**src/rtl/utf8_to_lcd_charset_framer_top_assert.svh**
```systemverilog
// ----------------------------------------------------------------------------
// utf8_to_lcd_charset_framer_top_assert.svh
// Assertion macros used by the framer top level.
// ----------------------------------------------------------------------------
`ifndef UTF8_TO_LCD_CHARSET_FRAMER_TOP_ASSERT_SVH
`define UTF8_TO_LCD_CHARSET_FRAMER_TOP_ASSERT_SVH

// Same-cycle implication, clocked on clk_i, quiet while in reset.
`define U2LCD_ASSERT_NOW(lbl, ante, cons, msg) \
  lbl: assert property (@(posedge clk_i) disable iff (!rst_ni) (ante) |-> (cons)) \
    else $error(msg);

// Next-cycle implication, clocked on clk_i, quiet while in reset.
`define U2LCD_ASSERT_NEXT(lbl, ante, cons, msg) \
  lbl: assert property (@(posedge clk_i) disable iff (!rst_ni) (ante) |=> (cons)) \
    else $error(msg);

`endif

```
**src/rtl/u2lcd_pkg.sv**
```systemverilog
// ----------------------------------------------------------------------------
// u2lcd_pkg
// Types and constants of the UTF-8 to LCD charset framer.
// ----------------------------------------------------------------------------
package u2lcd_pkg;

  // Configuration register indexes
  localparam logic CfgDataCtl  = 1'b0;
  localparam logic CfgContMask = 1'b1;

  // Register reset values
  localparam logic [7:0] DataCtlReset  = 8'h40;
  localparam logic [7:0] ContMaskReset = 8'h80;

  // Half-width katakana block and its display codes
  localparam logic [15:0] KanaFirst  = 16'hFF61;
  localparam logic [15:0] KanaLast   = 16'hFF9F;
  // 0xA1 - 0x61, modulo 256
  localparam logic [7:0]  KanaOffset = 8'h40;
  localparam logic [7:0]  UnknownCode = 8'h3F;  // '?'

  // Lead byte classes
  localparam logic [7:0] Lead4Mask = 8'hF8;
  localparam logic [7:0] Lead4Code = 8'hF0;
  localparam logic [7:0] Lead3Mask = 8'hF0;
  localparam logic [7:0] Lead3Code = 8'hE0;
  localparam logic [7:0] Lead2Mask = 8'hE0;
  localparam logic [7:0] Lead2Code = 8'hC0;
  localparam logic [7:0] ContBits  = 8'h3F;
  localparam logic [7:0] Lead3Bits = 8'h0F;

  // Output queue geometry
  localparam int unsigned QDepth = 4;
  localparam int unsigned QPtrW  = 2;
  localparam int unsigned QCntW  = 3;

  // One result word
  typedef struct packed {
    logic [7:0] ctrl;
    logic [7:0] data;
    logic       eom;
  } res_t;

  // Words produced by one byte, in order
  typedef struct packed {
    logic [1:0] num;
    res_t       w0;
    res_t       w1;
  } push_t;

  // Queue status seen by the top level
  typedef struct packed {
    logic [QCntW-1:0] count;
    logic             room;
  } qstat_t;

endpackage

```
**src/rtl/u2lcd_decode.sv**
```systemverilog
// ----------------------------------------------------------------------------
// u2lcd_decode
// UTF-8 byte decoder: running sequence state, katakana mapping, hold-back
// of one code and framing of control/data words.
// ----------------------------------------------------------------------------
module u2lcd_decode #(
  parameter int unsigned ROW_CHARS = 16
) (
  input  logic             clk_i,
  input  logic             rst_ni,
  input  logic             fire_i,
  input  logic [7:0]       byte_i,
  input  logic             last_i,
  input  logic [7:0]       data_ctl_i,
  input  logic [7:0]       cont_mask_i,
  output u2lcd_pkg::push_t push_o
);
  import u2lcd_pkg::*;

  localparam logic [4:0] RowLim = 5'(ROW_CHARS);
  localparam logic [4:0] CntMax = 5'd31;

  logic [1:0] skip_q, skip_d;
  logic [1:0] coll_q, coll_d;
  logic [9:0] part_q, part_d;
  logic [4:0] cnt_q,  cnt_d;
  logic       hv_q,   hv_d;
  logic [7:0] hc_q,   hc_d;

  logic        acc_main, acc_trunc, acc;
  logic [7:0]  code_main, code;
  logic [15:0] cp;
  logic        hv_after;
  logic [7:0]  hc_after;
  res_t        w_cont, w_final;

  assign cp = {part_q, byte_i[5:0]};

  // Sequence state and the code produced by this byte
  always_comb begin
    skip_d    = skip_q;
    coll_d    = coll_q;
    part_d    = part_q;
    acc_main  = 1'b0;
    code_main = byte_i;
    if (skip_q != 2'd0) begin
      skip_d = skip_q - 2'd1;
    end else if (coll_q == 2'd2) begin
      part_d = {part_q[3:0], byte_i[5:0]};
      coll_d = 2'd1;
    end else if (coll_q == 2'd1) begin
      coll_d   = 2'd0;
      part_d   = '0;
      acc_main = 1'b1;
      if (cp >= KanaFirst && cp <= KanaLast) begin
        code_main = cp[7:0] + KanaOffset;
      end else begin
        code_main = UnknownCode;
      end
    end else if (cnt_q < RowLim) begin
      if ((byte_i & Lead4Mask) == Lead4Code) begin
        acc_main  = 1'b1;
        code_main = UnknownCode;
        skip_d    = 2'd3;
      end else if ((byte_i & Lead3Mask) == Lead3Code) begin
        part_d = {6'd0, byte_i[3:0] & Lead3Bits[3:0]};
        coll_d = 2'd2;
      end else if ((byte_i & Lead2Mask) == Lead2Code) begin
        acc_main  = 1'b1;
        code_main = UnknownCode;
        skip_d    = 2'd1;
      end else begin
        acc_main = 1'b1;
      end
    end
  end

  // A three-byte character cut off by the end of the string gives '?'
  assign acc_trunc = last_i && (coll_d != 2'd0);
  assign acc       = acc_main || acc_trunc;
  assign code      = acc_main ? code_main : UnknownCode;
  assign hv_after  = acc || hv_q;
  assign hc_after  = acc ? code : hc_q;

  assign w_cont  = '{ctrl: data_ctl_i | cont_mask_i, data: hc_q, eom: 1'b0};
  assign w_final = '{ctrl: data_ctl_i, data: hc_after, eom: 1'b1};

  // Words released by this byte
  always_comb begin
    push_o = '{num: 2'd0, w0: w_final, w1: w_final};
    if (acc && hv_q) begin
      push_o.w0  = w_cont;
      push_o.num = (last_i && hv_after) ? 2'd2 : 2'd1;
    end else if (last_i && hv_after) begin
      push_o.num = 2'd1;
    end
    if (!fire_i) begin
      push_o.num = 2'd0;
    end
  end

  // Next state; end of string clears all but the held code
  always_comb begin
    cnt_d = (acc && cnt_q < CntMax) ? cnt_q + 5'd1 : cnt_q;
    hv_d  = hv_after;
    hc_d  = hc_after;
  end

  always_ff @(posedge clk_i or negedge rst_ni) begin
    if (!rst_ni) begin
      skip_q <= '0;
      coll_q <= '0;
      part_q <= '0;
      cnt_q  <= '0;
      hv_q   <= 1'b0;
    end else if (fire_i) begin
      if (last_i) begin
        skip_q <= '0;
        coll_q <= '0;
        part_q <= '0;
        cnt_q  <= '0;
        hv_q   <= 1'b0;
      end else begin
        skip_q <= skip_d;
        coll_q <= coll_d;
        part_q <= part_d;
        cnt_q  <= cnt_d;
        hv_q   <= hv_d;
      end
    end
  end

  // Held code, read only while hv_q is set
  always_ff @(posedge clk_i) begin
    if (fire_i) begin
      hc_q <= hc_d;
    end
  end

endmodule

```
**src/rtl/u2lcd_outq.sv**
```systemverilog
// ----------------------------------------------------------------------------
// u2lcd_outq
// Small queue: takes up to two words a cycle, gives one a cycle on ready_i.
// ----------------------------------------------------------------------------
module u2lcd_outq (
  input  logic              clk_i,
  input  logic              rst_ni,
  input  u2lcd_pkg::push_t  push_i,
  output logic              valid_o,
  input  logic              ready_i,
  output u2lcd_pkg::res_t   word_o,
  output u2lcd_pkg::qstat_t stat_o
);
  import u2lcd_pkg::*;

  res_t             mem_q [QDepth];
  logic [QPtrW-1:0] wr_q, rd_q;
  logic [QCntW-1:0] cnt_q;
  logic             pop;

  assign valid_o = (cnt_q != '0);
  assign pop     = valid_o && ready_i;
  assign word_o  = mem_q[rd_q];
  assign stat_o  = '{count: cnt_q, room: (cnt_q <= QCntW'(QDepth - 2))};

  // Storage
  always_ff @(posedge clk_i) begin
    if (push_i.num != 2'd0) begin
      mem_q[wr_q] <= push_i.w0;
    end
    if (push_i.num == 2'd2) begin
      mem_q[wr_q + QPtrW'(1)] <= push_i.w1;
    end
  end

  // Pointers and fill level
  always_ff @(posedge clk_i or negedge rst_ni) begin
    if (!rst_ni) begin
      wr_q  <= '0;
      rd_q  <= '0;
      cnt_q <= '0;
    end else begin
      wr_q  <= wr_q + QPtrW'(push_i.num);
      rd_q  <= rd_q + QPtrW'(pop);
      cnt_q <= cnt_q + QCntW'(push_i.num) - QCntW'(pop);
    end
  end

endmodule

```
**src/rtl/utf8_to_lcd_charset_framer_top.sv**
```systemverilog
// ----------------------------------------------------------------------------
// utf8_to_lcd_charset_framer_top
// UTF-8 to LCD charset framer: one display code per character, for the
// first ROW_CHARS of a string, sent as control/data word pairs, last marked.
// ----------------------------------------------------------------------------
// Usage:
//   Slave stream carries the raw UTF-8 bytes, tlast on the final byte of a
//   string. Master stream carries one control/data pair per word, tlast on
//   the string's final pair. Registers are written through cfg_we_i, cfg_idx_i
//   and cfg_data_i while the block is idle: a user rule, not enforced here.
// Throughput: one byte per cycle while the queue has room. Each byte yields
//   at most one word, the final byte of a string up to two; the output port
//   drains one word per cycle with tready_i high; the result queue takes the rest.
// Path: a byte is taken into the input register, then decoded into the
//   queue, from which the word it releases is valid on the master side.
// Each code is held back by one character, so a word normally comes out
//   with the next character or at the end of the string.
// Stall: the four-entry result queue fills while tready_i is low; the byte
//   register stops once fewer than two entries are free, then tready_o drops.
// Reset clears the decoder state, the queue and sets control byte 0x40 and
//   continuation mask 0x80.
// ----------------------------------------------------------------------------
module utf8_to_lcd_charset_framer_top #(
  parameter int unsigned ROW_CHARS = 16
) (
  input  logic        clk_i,
  input  logic        rst_ni,
  // [7:0] in_byte
  input  logic [7:0]  s_axis_tdata_i,
  input  logic        s_axis_tlast_i,
  input  logic        s_axis_tvalid_i,
  output logic        s_axis_tready_o,
  // [7:0] control_byte, [15:8] data_byte
  output logic [15:0] m_axis_tdata_o,
  output logic        m_axis_tlast_o,
  output logic        m_axis_tvalid_o,
  input  logic        m_axis_tready_i,
  input  logic        cfg_we_i,
  input  logic        cfg_idx_i,
  input  logic [7:0]  cfg_data_i
);
  import u2lcd_pkg::*;

  logic [7:0] data_ctl_q, cont_mask_q;
  logic       in_vld_q;
  logic [7:0] in_byte_q;
  logic       in_last_q;
  logic       fire;
  push_t      push;
  qstat_t     qstat;
  res_t       word;

  // Configuration registers
  always_ff @(posedge clk_i or negedge rst_ni) begin
    if (!rst_ni) begin
      data_ctl_q  <= DataCtlReset;
      cont_mask_q <= ContMaskReset;
    end else if (cfg_we_i) begin
      unique case (cfg_idx_i)
        CfgDataCtl:  data_ctl_q  <= cfg_data_i;
        CfgContMask: cont_mask_q <= cfg_data_i;
        default: ;
      endcase
    end
  end

  // Input register
  assign fire            = in_vld_q && qstat.room;
  assign s_axis_tready_o = !in_vld_q || fire;

  always_ff @(posedge clk_i or negedge rst_ni) begin
    if (!rst_ni) begin
      in_vld_q <= 1'b0;
    end else if (s_axis_tready_o) begin
      in_vld_q <= s_axis_tvalid_i;
    end
  end

  always_ff @(posedge clk_i) begin
    if (s_axis_tready_o && s_axis_tvalid_i) begin
      in_byte_q <= s_axis_tdata_i;
      in_last_q <= s_axis_tlast_i;
    end
  end

  u2lcd_decode #(
    .ROW_CHARS (ROW_CHARS)
  ) u_decode (
    .clk_i       (clk_i),
    .rst_ni      (rst_ni),
    .fire_i      (fire),
    .byte_i      (in_byte_q),
    .last_i      (in_last_q),
    .data_ctl_i  (data_ctl_q),
    .cont_mask_i (cont_mask_q),
    .push_o      (push)
  );

  u2lcd_outq u_outq (
    .clk_i   (clk_i),
    .rst_ni  (rst_ni),
    .push_i  (push),
    .valid_o (m_axis_tvalid_o),
    .ready_i (m_axis_tready_i),
    .word_o  (word),
    .stat_o  (qstat)
  );

  assign m_axis_tdata_o = {word.data, word.ctrl};
  assign m_axis_tlast_o = word.eom;

  // Checks
  `include "utf8_to_lcd_charset_framer_top_assert.svh"

  `U2LCD_ASSERT_NOW(a_push_fits, push.num != 2'd0, qstat.count <= QCntW'(QDepth - 2), "queue overrun")
  `U2LCD_ASSERT_NOW(a_two_only_last, push.num == 2'd2, in_last_q && fire, "two words not at end of string")
  `U2LCD_ASSERT_NEXT(a_byte_held, in_vld_q && !fire, in_vld_q, "pending byte lost")

endmodule
```
**config.mk**
```make
export PLATFORM = sky130hd
export DESIGN_NAME = utf8_to_lcd_charset_framer_top
export DESIGN_NICKNAME = d
export VERILOG_FILES = /design/src/rtl/u2lcd_pkg.sv /design/src/rtl/u2lcd_decode.sv /design/src/rtl/u2lcd_outq.sv /design/src/rtl/utf8_to_lcd_charset_framer_top.sv
export VERILOG_INCLUDE_DIRS = /design/src /design/src/rtl
export SDC_FILE = /design/constraint.sdc
export NUM_CORES = 1
export LEC_CHECK = 0
export BUFFER_PORTS_ARGS = -buffer_cell sky130_fd_sc_hd__buf_4
export CAP_MARGIN = 30
export CORE_MARGIN = 4
export CORE_UTILIZATION = 55
export DETAILED_ROUTE_END_ITERATION = 8
export PLACE_DENSITY = 0.73
export SETUP_SLACK_MARGIN = 0.5
export SLEW_MARGIN = 10
export SYNTH_ARGS = -nofsm -noshare
export SYNTH_HDL_FRONTEND = slang
export SYNTH_SLANG_ARGS = --single-unit
```
**constraint.sdc**
```tcl
create_clock -name clk_i -period 8.6 [get_ports clk_i]
set_clock_uncertainty 0.1 [all_clocks]
set_input_delay 1.72 -clock clk_i [delete_from_list [all_inputs] [get_ports clk_i]]
set_output_delay 1.72 -clock clk_i [all_outputs]
set_load 0.02 [all_outputs]
```
### Word-level counts from Yosys, hierarchy flattened

Memories as Yosys holds them, arrays and structs flattened.
Index checks and enable logic that the tools add are counted.
W data, S select, Z words.

| operators by class | value |
|---|---|
| multiplexer cells | 50 |
| bitwise gates (word level) | 2 |
| add/sub/neg operators | 8 |
| $lt $le $gt $ge | 5 |
| reduce and logical (&&, ||, !) cells | 26 |
| eq/ne operators | 11 |

Operators with widths:

| operator | number |
|---|---|
| $mux W8 | 10 |
| $mux W10 | 7 |
| $mux W2 | 18 |
| $mux W17 | 1 |
| $ge A16 B16 Y1 const B | 1 |
| $le A16 B16 Y1 const B | 1 |
| $mux W1 | 12 |
| $reduce_bool A4 Y1 | 3 |
| $lt A5 B5 Y1 const B | 2 |
| $mux W5 | 2 |
| $add A8 B7 Y8 const B | 1 |
| $logic_and A1 B1 Y1 | 8 |
| $ne A4 B2 Y1 const B | 2 |
| $or A8 B8 Y8 | 1 |
| $reduce_bool A2 Y1 | 4 |
| $ne A3 B2 Y1 const B | 2 |
| $reduce_and A2 Y1 | 3 |
| $reduce_and A6 Y1 | 1 |
| $reduce_bool A3 Y1 | 2 |
| $add A5 B1 Y5 const B | 1 |
| $eq A5 B5 Y1 const B | 1 |
| $reduce_and A5 Y1 | 1 |
| $eq A2 B2 Y1 const B | 2 |
| $eq A4 B4 Y1 const B | 1 |
| 13 further kinds | 15 |

| word-level totals | value |
|---|---|
| output and inout bits | 19 |
| bits of input ports | 23 |
| flip-flop bits (word level) | 61 |
| memories | 1 |
| word-level logic and storage cells | 117 |
| bits in writable memories | 68 |

Memory list:

| memory | words | bits a word | rd ports | clocked after Yosys merged registers in | write ports | line | source |
|---|---|---|---|---|---|---|---|
| u_outq.mem_q | 4 | 17 | 1 | 0 | 2 | u2lcd_outq.sv:16 | `res_t mem_q [QDepth];` |

### Logic depth before layout (Yosys ltp)

Gate-level depths: netlist of the first run.

| logic depth | value |
|---|---|
| depth after elaboration | 18 |
| depth in mapped cells | 16 |
| gate-level depth less buffers | 15 |

### Cells and area by module

From an unflattened synthesis of the first run, not the netlist that was laid out.

| second synthesis, totals | value |
|---|---|
| cell total of the unflattened synthesis | 463 |
| area, all modules | 6732.7 um2 |

Modules (own cells, without submodules):

| module | area each (um2) | cells each | seq. area each (um2) | times used |
|---|---|---|---|---|
| u2lcd_outq | 3799.9 | 206 | 2217.1 | 1 |
| u2lcd_decode | 1968.1 | 208 | 740.7 | 1 |
| utf8_to_lcd_charset_framer_top | 964.7 | 49 | 698.2 | 1 |

### Worst setup path before layout of the first run

OpenSTA, ideal clock, no wires.

| timing path | value |
|---|---|
| kind | flip-flop to flip-flop |
| start point | register u_decode.coll_q[0] |
| end point | memory u_outq.mem_q[2][6] (netlist bit), data pin |
| cell stages (with the launch flop) | 16 |
| data arrival time | 3.292 ns |
| library setup time | 0.282 ns |
| data required time | 8.218 ns |
| setup slack | 4.926 ns |
| period minus slack after synthesis | 3.674 ns |
| path buffers | 1 |
| cells stage by stage | dfrtp_1 inv_1 ha_1 nor2_1 a32oi_4 o311ai_4 nand2_4 inv_4 ha_1 nor2b_1 and3_1 clkbuf_1 nor2_2 clkinv_1 a21oi_1 o22ai_1 |

RTL lines:

| what | line | source |
|---|---|---|
| start: declaration | u2lcd_decode.sv:24 | `logic [1:0] coll_q, coll_d;` |
| start signal: assignment | u2lcd_decode.sv:125 | `coll_q <= coll_d;` |
| end: declaration | u2lcd_outq.sv:16 |  |

==> results of run 1 <==
## cell usage after synthesis, types with 2 or more instances
cell type,n,area [sq um]
sky130_fd_sc_hd__edfxtp_1,81,2430
sky130_fd_sc_hd__a21oi_1,69,345
sky130_fd_sc_hd__nor2_1,61,229
sky130_fd_sc_hd__dfrtp_1,42,1050
sky130_fd_sc_hd__nand2_1,40,150
sky130_fd_sc_hd__inv_1,27,101
sky130_fd_sc_hd__o21ai_0,25,125
sky130_fd_sc_hd__mux4_2,17,383
sky130_fd_sc_hd__mux2_2,16,180
sky130_fd_sc_hd__clkbuf_1,15,56.3
sky130_fd_sc_hd__nand3_1,14,70.1
sky130_fd_sc_hd__ha_1,12,150
sky130_fd_sc_hd__o22ai_1,9,56.3
sky130_fd_sc_hd__a22oi_1,8,60.1
sky130_fd_sc_hd__nand2b_1,8,50.1
sky130_fd_sc_hd__o211ai_1,7,52.6
sky130_fd_sc_hd__a21o_1,6,45.0
sky130_fd_sc_hd__nand4_1,6,37.5
sky130_fd_sc_hd__o31ai_1,6,45.0
sky130_fd_sc_hd__and3_1,5,31.3
sky130_fd_sc_hd__nor2_2,5,31.3
sky130_fd_sc_hd__nor3_1,5,25.0
sky130_fd_sc_hd__or2_1,5,31.3
sky130_fd_sc_hd__xor2_1,5,43.8
sky130_fd_sc_hd__clkinv_1,4,15.0
sky130_fd_sc_hd__dfxtp_1,4,80.1
sky130_fd_sc_hd__o21a_1,4,30.0
sky130_fd_sc_hd__a31oi_1,3,18.8
sky130_fd_sc_hd__and2_1,3,18.8
sky130_fd_sc_hd__buf_1,3,11.3
sky130_fd_sc_hd__buf_2,3,15.0
sky130_fd_sc_hd__nor2b_1,3,18.8
sky130_fd_sc_hd__nor4_1,3,18.8
sky130_fd_sc_hd__xnor2_1,3,26.3
sky130_fd_sc_hd__a211oi_1,2,15.0
sky130_fd_sc_hd__and3_2,2,15.0
sky130_fd_sc_hd__dfstp_2,2,52.6
sky130_fd_sc_hd__mux2i_1,2,20.0
sky130_fd_sc_hd__or2_2,2,12.5
sky130_fd_sc_hd__or3_1,2,12.5
## final cells by class
class                      instances  area, sq um  share of cell area
clock buffer                      31          508              0.0689
clock inverter                     1         5.00            0.000679
inverter                          32          123              0.0166
multi-input combinational        378         2610               0.353
sequential                       129         3620               0.490
tap                              143          179              0.0243
timing repair buffer              45          338              0.0458
## cell families (layout without fill, tap and decap cells)
kind of cell	count (synthesis)	after routing	share of synthesized area
compound gates	152	152	0.149
xor+xnor	8	8	0.0109
fa+ha+maj	13	13	0.0264
buf+inv	54	109	0.0336
flops	129	129	0.562
mux	35	35	0.0906
simple gates	170	170	0.128
## report_power, final
group,internal (mW),switching (mW)
sequential,0.886,0.154
clock,0.390,0.237
combinational,0.464,0.764
total,1.74,1.16
## per-stage QoR
step	hold slack, ps	power [mW]	area [sq um]	utilization
after floorplan	335	1.89	6440	-
after global routing	408	3.08	7370	0.646
after detailed placement	361	2.27	6860	0.601
after CTS	372	2.90	7370	0.646
final	371	2.90	7370	0.646
after global placement	345	2.23	6860	0.601
## flip-flops by register name (all words and copies together), names as in the netlist
name and count:
u_outq.mem_q 68, u_decode.part_q 10, cont_mask_q 8, data_ctl_q 8
in_byte_q 8, u_decode.hc_q 8, u_decode.cnt_q 5, u_outq.cnt_q 3
u_decode.coll_q 2, u_decode.skip_q 2, u_outq.rd_q 2, u_outq.wr_q 2
in_last_q 1, in_vld_q 1, u_decode.hv_q 1
## how the worst max path moves through the flow
stage	startpoint	end	slack [ps]	cells after the start
floorplan	u_decode.coll_q[0]$_DFFE_PN0P_	u_outq.mem_q[2][6]$_DFFE_PP_	4930	15
global placement	u_decode.coll_q[0]$_DFFE_PN0P_	u_outq.mem_q[1][4]$_DFFE_PP_	4070	15
detailed placement	u_decode.coll_q[0]$_DFFE_PN0P_	u_outq.mem_q[1][6]$_DFFE_PP_	4000	15
CTS	u_decode.coll_q[0]$_DFFE_PN0P_	u_outq.mem_q[1][6]$_DFFE_PP_	3940	15
global route	u_decode.coll_q[0]$_DFFE_PN0P_	u_outq.mem_q[1][6]$_DFFE_PP_	3500	15
finish	u_decode.coll_q[0]$_DFFE_PN0P_	u_outq.mem_q[1][6]$_DFFE_PP_	3910	15
## cell usage in the layout (no fill, tap or decap), types with 3 or more instances in the layout
cell type / instances
sky130_fd_sc_hd__edfxtp_1: 81
sky130_fd_sc_hd__a21oi_1: 69
sky130_fd_sc_hd__nor2_1: 61
sky130_fd_sc_hd__buf_4: 45
sky130_fd_sc_hd__dfrtp_1: 42
sky130_fd_sc_hd__nand2_1: 40
sky130_fd_sc_hd__inv_1: 27
sky130_fd_sc_hd__o21ai_0: 25
sky130_fd_sc_hd__mux4_2: 17
sky130_fd_sc_hd__clkbuf_16: 17
sky130_fd_sc_hd__mux2_2: 16
sky130_fd_sc_hd__nand3_1: 14
sky130_fd_sc_hd__ha_1: 12
sky130_fd_sc_hd__clkbuf_1: 11
sky130_fd_sc_hd__o22ai_1: 9
sky130_fd_sc_hd__nand2b_1: 8
sky130_fd_sc_hd__a22oi_1: 8
sky130_fd_sc_hd__o211ai_1: 7
sky130_fd_sc_hd__nand4_1: 6
sky130_fd_sc_hd__a21o_1: 6
sky130_fd_sc_hd__o31ai_1: 6
sky130_fd_sc_hd__nor3_1: 5
sky130_fd_sc_hd__and3_1: 5
sky130_fd_sc_hd__nor2_2: 5
sky130_fd_sc_hd__or2_1: 5
sky130_fd_sc_hd__xor2_1: 5
sky130_fd_sc_hd__o21a_1: 4
sky130_fd_sc_hd__clkinv_1: 4
sky130_fd_sc_hd__dfxtp_1: 4
sky130_fd_sc_hd__nor2b_1: 3
sky130_fd_sc_hd__a31oi_1: 3
sky130_fd_sc_hd__nor4_1: 3
sky130_fd_sc_hd__and2_1: 3
sky130_fd_sc_hd__xnor2_1: 3
sky130_fd_sc_hd__clkbuf_8: 3
## worst max-delay path, delay by kind of cell, from the launching register on
family,cells,cell delay (ps)
buf+inv,4,1150
fa+ha+maj,2,580
simple gates,4,1080
flops,1,390
compound gates,5,1110
## layer usage
| layer | wire, um | track usage |
|---|---|---|
| met4 | 280 | 0.0951 |
| met1 | 5950 | 0.293 |
| met5 | 0 | 0 |
| met3 | 1060 | 0.0684 |
| met2 | 7570 | 0.404 |
==> impl.org, run 1 <==
** Logic synthesis
- In the synthesized netlist the async set-or-reset flop fraction comes to 0.341.
- Syn Std Cell Area :: 6440 sq um
- In this run, synthesis produced a sequential element count of 129.
- For this run, the number of Yosys warnings is 0.
- In the synthesized netlist, the number of instances is 561.
- Mean post-synth cell area :: 11.5 sq um
- In the synthesized netlist the dominant register cell turns out to be sky130_fd_sc_hd__edfxtp_1.
- Of the synthesized area, sequential elements account for 0.562.
- Counting flops with a built-in enable in the synthesized netlist gives 81.
- Number of distinct standard cells referenced by the synthesized netlist :: 62
- Total nets after synthesis :: 597

** Clock network
- Number of buffers inserted by hold repair at cts :: 0
- Total number of H-tree levels :: 4
- CTS tree :: yes
- The clock net in this run drives a total of 129 sinks.
- Clock tree root driver cell :: sky130_fd_sc_hd__clkbuf_16
- Clock-pin slew was measured on the worst setup and hold paths at 50 ps.
- Maximum root-to-sink buffer count :: 2
- Buffers added to address setup during post-CTS repair amount to 0.
- Resized cells post-CTS :: 0
- Number of clock buffers inserted by TritonCTS :: 17
- Insertion delay of the later-clocked pin in the worst-skew pair :: 420 ps

** Critical path
- Counting cells, the worst reg-to-reg path comes to 15.
- In this design, the stage delay of the slowest critical-path cell is 730 ps.
- Most Frequent Cell on Critical Path :: sky130_fd_sc_hd__ha_1
- Data on the critical path arrives at its endpoint at 4740 ps.
- Critical path capture point type :: flop
- Along the worst path, the maximum fanout reaches 23.
- Capture instance of the worst register-to-register path :: u_outq.mem_q[1][6]$_DFFE_PP_
- Slack of the worst reg-to-reg path :: 3910 ps
- The worst setup path is launched from a flop.
- Data required time of the worst path :: 8650 ps
- Slowest library cell on the worst path :: sky130_fd_sc_hd__clkinv_1
- Critical-path cell list :: inv_1 > ha_1 > nor3_1 > a32oi_4 > o311ai_4 > nand2_4 > inv_4 > ha_1 > nor2_1 > nor4_1 > a31oi_1 > buf_4 > clkinv_1 > a21oi_1 > o22ai_1
- Critical Setup Path Class :: reg -> reg
- In this run the critical register-to-register path is launched from u_decode.coll_q[0]$_DFFE_PN0P_.

** Global routing
- Entering global routing, the biggest net connects 45 pins.
- Global-route congestion overflow total :: 0
- The first global-routing pass estimated 24200 um of wire.
- Global-route total usage across every layer :: 0.240
- Initial antenna violation count :: 0
- Via count of the first global-routing pass :: 4743

** Min path
- Worst Hold Depth :: 2
- Worst Hold Endpoint :: u_decode.part_q[5]$_DFFE_PN0P_
- Type of the worst min-delay path :: reg -> reg
- The worst hold path begins at u_decode.part_q[5]$_DFFE_PN0P_.

** Placed design
- Including well taps, the total number of placed cells is 727.
- Buffers placed on the I/O ports in this run total 41.
- Estimated wirelength of the detail-placed design :: 10200 um
- Final Wtd Congestion :: 0.847
- Post-place setup slack :: 4000 ps

** Cells and area
- The count of cells in the finished layout, fillers not included, comes to 759.
- Number of nets in the finished design :: 639
- The number of antenna diodes in the final layout is 0.
- Synth-to-layout area growth :: 14.5%
- Share of layout cells above drive strength 1 :: 0.195
- After filler insertion, the fill cell instance count of the layout stands at 881.

** Run
- Max-cap violations in this run came to 0.

** Die
- Measured along the y axis, the die boundary spans 116 um.
- Area of the core region :: 11400 sq um
- Horizontal die dimension :: 116 um
- Number of standard-cell rows in the floorplan :: 39
- Starting Density :: 0.564
- Die area :: 13500 sq um
- Boundary pin count :: 42

** Timing
- Least-Margin Pin Slew :: 1000 ps
- Unrepaired setup endpoints after global routing :: false
- # setup viols final :: 0
- Count of endpoints failing hold in the final timing report :: 0
- Minimum clock period after layout :: 4690 ps
- Slew HR :: 0.323
- Dividing the final minimum period by the clock period gives 0.545.
- Max-slew violation count :: 0
- Timing would allow up to 213 MHz.
- Final setup slack of the worst path :: 3910 ps
- Summed over all failing endpoints, the final setup total negative slack is 0 ps.

** Route
- Dividing the detail-routed wire length by the instance count gives 19.6 um.
- The detailed router placed 4652 vias in this run.
- The count of nets left with antenna violations once routing finished came out at 0.
- The first detailed-routing pass took 5 iterations.
- Mean number of vias per cell :: 6.13
- Wires add up to 14900 um.
- Post-route DRC violation count :: 0
- Initial detailed-routing violation count :: 401

** Status
- Outcome :: complete, no violations

** Power
- Pleak :: 2.87 nW
- Across the VDD grid, the largest voltage drop is 198 uV.
- For this design the ratio of total power to cell area is 393 nW/um^2.
(Power assumes the default switching activity.)
==> run 2: changes to the inputs <==
Clock period 8.6 ns to 4.6 ns, I/O delays scaled along.
==> impl.org, run 2 (synthesized netlist as in run 1, its figures left out) <==
** Timing
- Final hold analysis gives a worst-case slack of 363 ps.
- Total negative slack for setup checks :: 0 ps
- Setup repair after global routing could not meet its margin everywhere.
- Minimum clock period after layout :: 3870 ps
- The number of endpoints with negative hold slack in the final report was 0.
- The final count of pins violating max slew was 0.
- Setup violations remaining at the end of the flow were counted as 0.
- Fmax achieved :: 258 MHz
- Least-Margin Pin Slew :: 870 ps
- Headroom to the max-slew limit came out at 0.420.
- Share of the cycle needed by the critical path after routing :: 0.842

** Placed design
- At the end of routability-driven placement, the weighted congestion stood at 0.940.
- Detailed placement finished with a half-perimeter wire length of 10400 um.
- In this run, placement finished with an instance count of 734.
- IO buf count :: 41

** Cells and area
- Ant diodes :: 0
- The register with the most flip-flops in the final layout is u_outq.mem_q.
- Leaving out fill and tap cells, the most frequent cell in the layout is sky130_fd_sc_hd__edfxtp_1.
- The top cell types in the final layout, fill and taps aside, are 81 x sky130_fd_sc_hd__edfxtp_1, 69 x sky130_fd_sc_hd__a21oi_1, 60 x sky130_fd_sc_hd__nor2_1.
- In the final layout, the share of cells above drive strength 1 is 0.229.
- Biggest registers after layout :: u_outq.mem_q x68, u_decode.part_q x10
- In the final design database the tool counted 652 nets.
- The area growth from synthesis to layout is 17.3%.
- For this run, the share of the core covered by cells in the final layout is 0.661.
- Final cell count without fillers :: 772
- The register with the most flip-flops in the layout has 68 of them.

** Critical path
- Depth of the worst register-to-register path :: 14
- STA classifies the critical path endpoint as a flop.
- Data required time of the worst path :: 4730 ps
- Critical Setup Path Class :: reg -> reg
- STA puts the critical path data arrival time at 4010 ps.
- Of all nets on the critical path, the largest fanout is 9.
- STA classifies the critical path startpoint as a flop.

** Global routing
- Pin count of the biggest net entering global routing :: 45
- The first global-routing pass estimated 24200 um of wire.
- Global-route total usage across every layer :: 0.239
- The total overflow left after global routing is 0.
- Initial antenna violation count :: 0
- The via count of the first global-routing pass is 4627.

** Die
- Area of the core region :: 11400 sq um
- Die H :: 116 um
- Measured along the x axis, the die boundary spans 116 um.
- In this run the core area contains 39 standard-cell rows.
- The initial utilization of the core area, before any placement, comes to 0.564.
- The floorplan step defined a die boundary enclosing 13500 sq um.
- Boundary pin count :: 42

** Route
- Detailed routing inserted a total of 4736 vias.
- After detailed routing, the total wire length is 15300 um.
- Post-route DRC violation count :: 0
- Initial detailed-routing violation count :: 473
- Number of nets with antenna violations after detailed routing :: 0
- Count of TritonRoute iterations in the first routing pass :: 5
- In the routed layout, each cell is associated on average with a via count of 6.13.
- After detailed routing, the average wire length per cell comes to 19.9 um.

** Clock network
- Number of clock buffers inserted by TritonCTS :: 17
- Clock-pin slew was measured on the worst setup and hold paths at 60 ps.
- The longest clock path from root to sink contains 2 buffers.
- Total number of H-tree levels :: 4
- Buffers inserted to repair hold after CTS numbered 0.
- Num Clock Sinks :: 129
- CTS tree :: yes
- The tree is rooted in a sky130_fd_sc_hd__clkbuf_16.
- Insertion delay of the later-clocked pin in the worst-skew pair :: 410 ps

** Power
- Peak supply drop :: 472 uV
- For this design the static power due to leakage is 2.95 nW.
- Power Density :: 748 nW/um^2

** Run
- Across the run, the number of max-cap violations was 0.

** Status
- Outcome :: complete, no violations

** Min path
- Worst Hold Depth :: 2
- The min-delay analysis places its worst path in the category reg -> reg.
-- run 2: cell count changes in the layout (fill, tap and decap cells not counted), sizes merged --
cell | before | now
clkinvlp | 0 | 6
bufinv | 0 | 3
buf | 45 | 57
clkbuf | 31 | 21
clkinv | 5 | 7
-- run 2: layout make-up --
| type | count | area, sq um |
|---|---|---|
| Clock buffer | 21 | 440 |
| Multi-Input combinational cell | 378 | 2610 |
| Timing Repair Buffer | 57 | 428 |
| Inverter | 32 | 130 |
| Sequential cell | 129 | 3620 |
| Tap cell | 143 | 179 |
| Timing Repair inverter | 1 | 5.00 |
| Fill cell | 855 | 3870 |
| Clock inverter | 11 | 140 |
-- run 2: worst paths after layout --
kind                                                 from                             end  slack (ps)
max reg2reg                u_decode.coll_q[0]$_DFFE_PN0P_    u_outq.mem_q[0][4]$_DFFE_PP_         730
max in group asynchronous                          rst_ni       u_decode.hv_q$_DFFE_PN0P_        3600
min reg2reg                u_decode.part_q[8]$_DFFE_PN0P_  u_decode.part_q[8]$_DFFE_PN0P_         360
max                        u_decode.coll_q[0]$_DFFE_PN0P_    u_outq.mem_q[0][4]$_DFFE_PP_         730
min                        u_decode.part_q[8]$_DFFE_PN0P_  u_decode.part_q[8]$_DFFE_PN0P_         360
min in group asynchronous                          rst_ni       data_ctl_q[7]$_DFFE_PN0P_         390
-- run 2: metrics by stage --
step	instance area, sq um	setup WS, ps	power [mW]
after floorplan	6440	926	3.54
after global placement	6910	709	4.20
after detailed placement	6910	580	4.29
after CTS	7490	564	5.61
after global routing	7550	476	5.99
final	7550	726	5.65
-- run 2: repair_timing --
| item | CTS | global route |
|---|---|---|
| setup endpoints to repair | 0 | 39 |
| buffers inserted | 0 | 5 |
| resized for setup | 0 | 5 |
-- run 2: critical path, stage by stage, from the launching register on --
cell                       delay (ps)
sky130_fd_sc_hd__dfrtp_1          410
sky130_fd_sc_hd__inv_1             90
sky130_fd_sc_hd__ha_1             300
sky130_fd_sc_hd__nor2_1           110
sky130_fd_sc_hd__a32oi_4          340
sky130_fd_sc_hd__o311ai_4         230
sky130_fd_sc_hd__nand2_4          190
sky130_fd_sc_hd__inv_4             60
sky130_fd_sc_hd__ha_1             390
sky130_fd_sc_hd__nor2_2           100
sky130_fd_sc_hd__or3_1            330
sky130_fd_sc_hd__o21ai_0          250
sky130_fd_sc_hd__and3_1           450
sky130_fd_sc_hd__nand2_1          100
sky130_fd_sc_hd__a21oi_1          240
-- run 2: metal layers --
metal / wire length, um / vias to the layer above / GRT usage
met1: 5960 / 2299 / 0.300
met3: 1160 / 38 / 0.0699
met5: 0 / - / 0
met2: 7880 / 205 / 0.402
li1: - / 2194 / -
met4: 343 / 0 / 0.0789
-- run 2: report_power, final --
| part | switching [mW] | internal, mW | total [mW] |
|---|---|---|---|
| clock | 0.473 | 0.846 | 1.32 |
| combinational | 1.46 | 0.916 | 2.38 |
| sequential | 0.297 | 1.65 | 1.95 |
==> run 3: changes to the inputs <==
Clock period 4.6 ns to 3.85 ns, I/O delays scaled along.
==> impl.org, run 3 (synthesized netlist as in run 1, its figures left out) <==
** Route
- Post-route DRC violation count :: 0
- Post-Route WL :: 15700 um
- Mean number of vias per cell :: 6.19
- Once detail routing completed, the nets flagged for antenna violations numbered 0.
- Routed WL per cell :: 20.0 um
- For this run, the detailed router's first-pass iteration total came to 5.
- Total number of vias :: 4860
- Initial detailed-routing violation count :: 476

** Die
- Die H :: 116 um
- The core region is 11400 sq um.
- The initial utilization of the core area, before any placement, comes to 0.564.
- Number of standard-cell rows in the floorplan :: 39
- Horizontal die dimension :: 116 um
- Pin placement for this block handled 42 I/O pins.
- Die area :: 13500 sq um

** Cells and area
- Most frequent standard cell in the layout excluding fill and tap cells :: sky130_fd_sc_hd__edfxtp_1
- Number of nets in the finished design :: 665
- Biggest register :: u_outq.mem_q
- The top cell types in the final layout, fill and taps aside, are 81 x sky130_fd_sc_hd__edfxtp_1, 69 x sky130_fd_sc_hd__a21oi_1, 69 x sky130_fd_sc_hd__buf_4.
- Final core occ :: 0.676
- Ant diodes :: 0
- Share of layout cells above drive strength 1 :: 0.268
- From synthesis to final layout, the design area changed by 20.0%.
- Biggest registers after layout :: u_outq.mem_q x68, u_decode.part_q x10
- Number of flip-flops in the largest register :: 68
- FILL cells :: 866

** Critical path
- Critical Path Fanout Max :: 11
- Sum of buffers and inverters on the critical path :: 1
- Critical path startpoint category :: flop
- Crit path arrival time :: 3390 ps
- Traced cell by cell, the critical path runs through inv_1 > ha_2 > a32oi_4 > o311ai_4 > o21a_1 > ha_4 > nor2_2 > or3_1 > o21ai_0 > and3_4 > nand2_1 > a21oi_1.
- Peak per-stage delay on the critical path :: 430 ps
- Critical Setup Path Class :: reg -> reg
- Slowest library cell on the worst path :: sky130_fd_sc_hd__dfrtp_1
- Data required time of the worst path :: 3990 ps
- Grouping stages by cell kind, the critical path spends the most delay in compound AO/OA/AOI/OAI gates.
- Critical path capture point type :: flop

** Global routing
- Global-route total usage across every layer :: 0.251
- Global-route wire length before repair :: 25300 um
- Initial antenna violation count :: 0
- The via count of the first global-routing pass is 4888.
- Global-route congestion overflow total :: 0
- Pin count of the biggest net entering global routing :: 45

** Placed design
- Estimated wirelength of the detail-placed design :: 10800 um
- The count of buffers added on input and output ports is 41.
- Post-place setup slack :: 212 ps
- Routability-driven placement finished with a final weighted congestion of 0.936.

** Timing
- Count of endpoints failing hold in the final timing report :: 0
- Unrepaired setup endpoints after global routing :: false
- For the pin with the worst max-slew slack, the measured transition is 852 ps.
- Fmax achieved :: 308 MHz
- The worst path meets setup with 601 ps of slack.
- Minimum clock period after layout :: 3250 ps
- Max-slew violation count :: 0
- Adding up every negative setup slack in the final design gives 0 ps.
- Share of the cycle needed by the critical path after routing :: 0.844
- In this run the tightest slew margin relative to its limit is 0.432.
- Hold is met by 253 ps.
- Setup violations remaining at the end of the flow were counted as 0.

** Min path
- Type of the worst min-delay path :: in -> async

** Run
- Max-cap violations in this run came to 0.

** Clock network
- Insertion delay of the later-clocked pin in the worst-skew pair :: 420 ps
- The number of clock buffers added by TritonCTS is 17.
- The tree built by TritonCTS fans out to 129 sinks.
- In this run the clock root is driven by a sky130_fd_sc_hd__clkbuf_16.
- The H-tree was split into 4 levels.
- After clock tree synthesis, the clock-pin slew on the worst setup and hold paths is 60 ps.
- Maximum root-to-sink buffer count :: 2
- CTS tree :: yes

** Status
- The flow ran to the end, and the final reports show no timing, DRC or antenna violations.

** Power
- Power Density :: 888 nW/um^2
- Across the VDD grid, the largest voltage drop is 502 uV.
- The analysis attributes to cell leakage a power of 3.05 nW.
- Total Power :: 6.86 mW
run 3: layout make-up:
cell class                 instances  area [sq um]  area share
sequential                       129          3620       0.468
tap                              143           179      0.0232
timing repair inverter             1          5.00    0.000648
clock inverter                    11          75.1     0.00972
clock buffer                      21           493      0.0638
inverter                          32           133      0.0172
timing repair buffer              70           538      0.0697
multi-input combinational        378          2690       0.348
run 3: final timing paths:
path,startpoint,endpoint,slack [ps],depth (start not counted)
max reg2reg,u_decode.coll_q[1]$_DFFE_PN0P_,u_outq.mem_q[0][6]$_DFFE_PP_,600,12
min reg2reg,u_outq.mem_q[2][0]$_SDFFE_PP1P_,u_outq.mem_q[2][0]$_SDFFE_PP1P_,370,2
min in group clk_i,u_outq.mem_q[2][0]$_SDFFE_PP1P_,u_outq.mem_q[2][0]$_SDFFE_PP1P_,370,2
max,u_decode.coll_q[1]$_DFFE_PN0P_,u_outq.mem_q[0][6]$_DFFE_PP_,600,12
min,rst_ni,data_ctl_q[2]$_DFFE_PN0P_,250,1
max in group asynchronous,rst_ni,u_outq.rd_q[0]$_DFF_PN0_,3020,1
run 3: repair_timing:
action	4_1_cts	5_1_grt
buffers inserted	5	8
hold buffers	0	0
pin swaps	3	3
resized for setup	9	8
setup endpoints to repair	104	39
gates cloned	1	0
run 3: report_power, final:
| part | switching (mW) | internal [mW] |
|---|---|---|
| Combinational | 1.81 | 1.22 |
| Clock | 0.590 | 0.915 |
| Sequential | 0.345 | 1.97 |
run 3: per-stage QoR:
stage          area [sq um]  instances
3_3_place_gp           6980        739
4_1_cts                7640        777
3_5_place_dp           6980        739
2_1_floorplan          6460        561
6_report               7720        785
5_1_grt                7720        785
run 3: routing by layer:
layer  vias up  global-route usage  wire, um
li1       2226                   -         -
met1      2361               0.344      6410
met2       228               0.391      7620
met3        45              0.0492      1250
met4         0               0.111       449
met5         -                   0         0
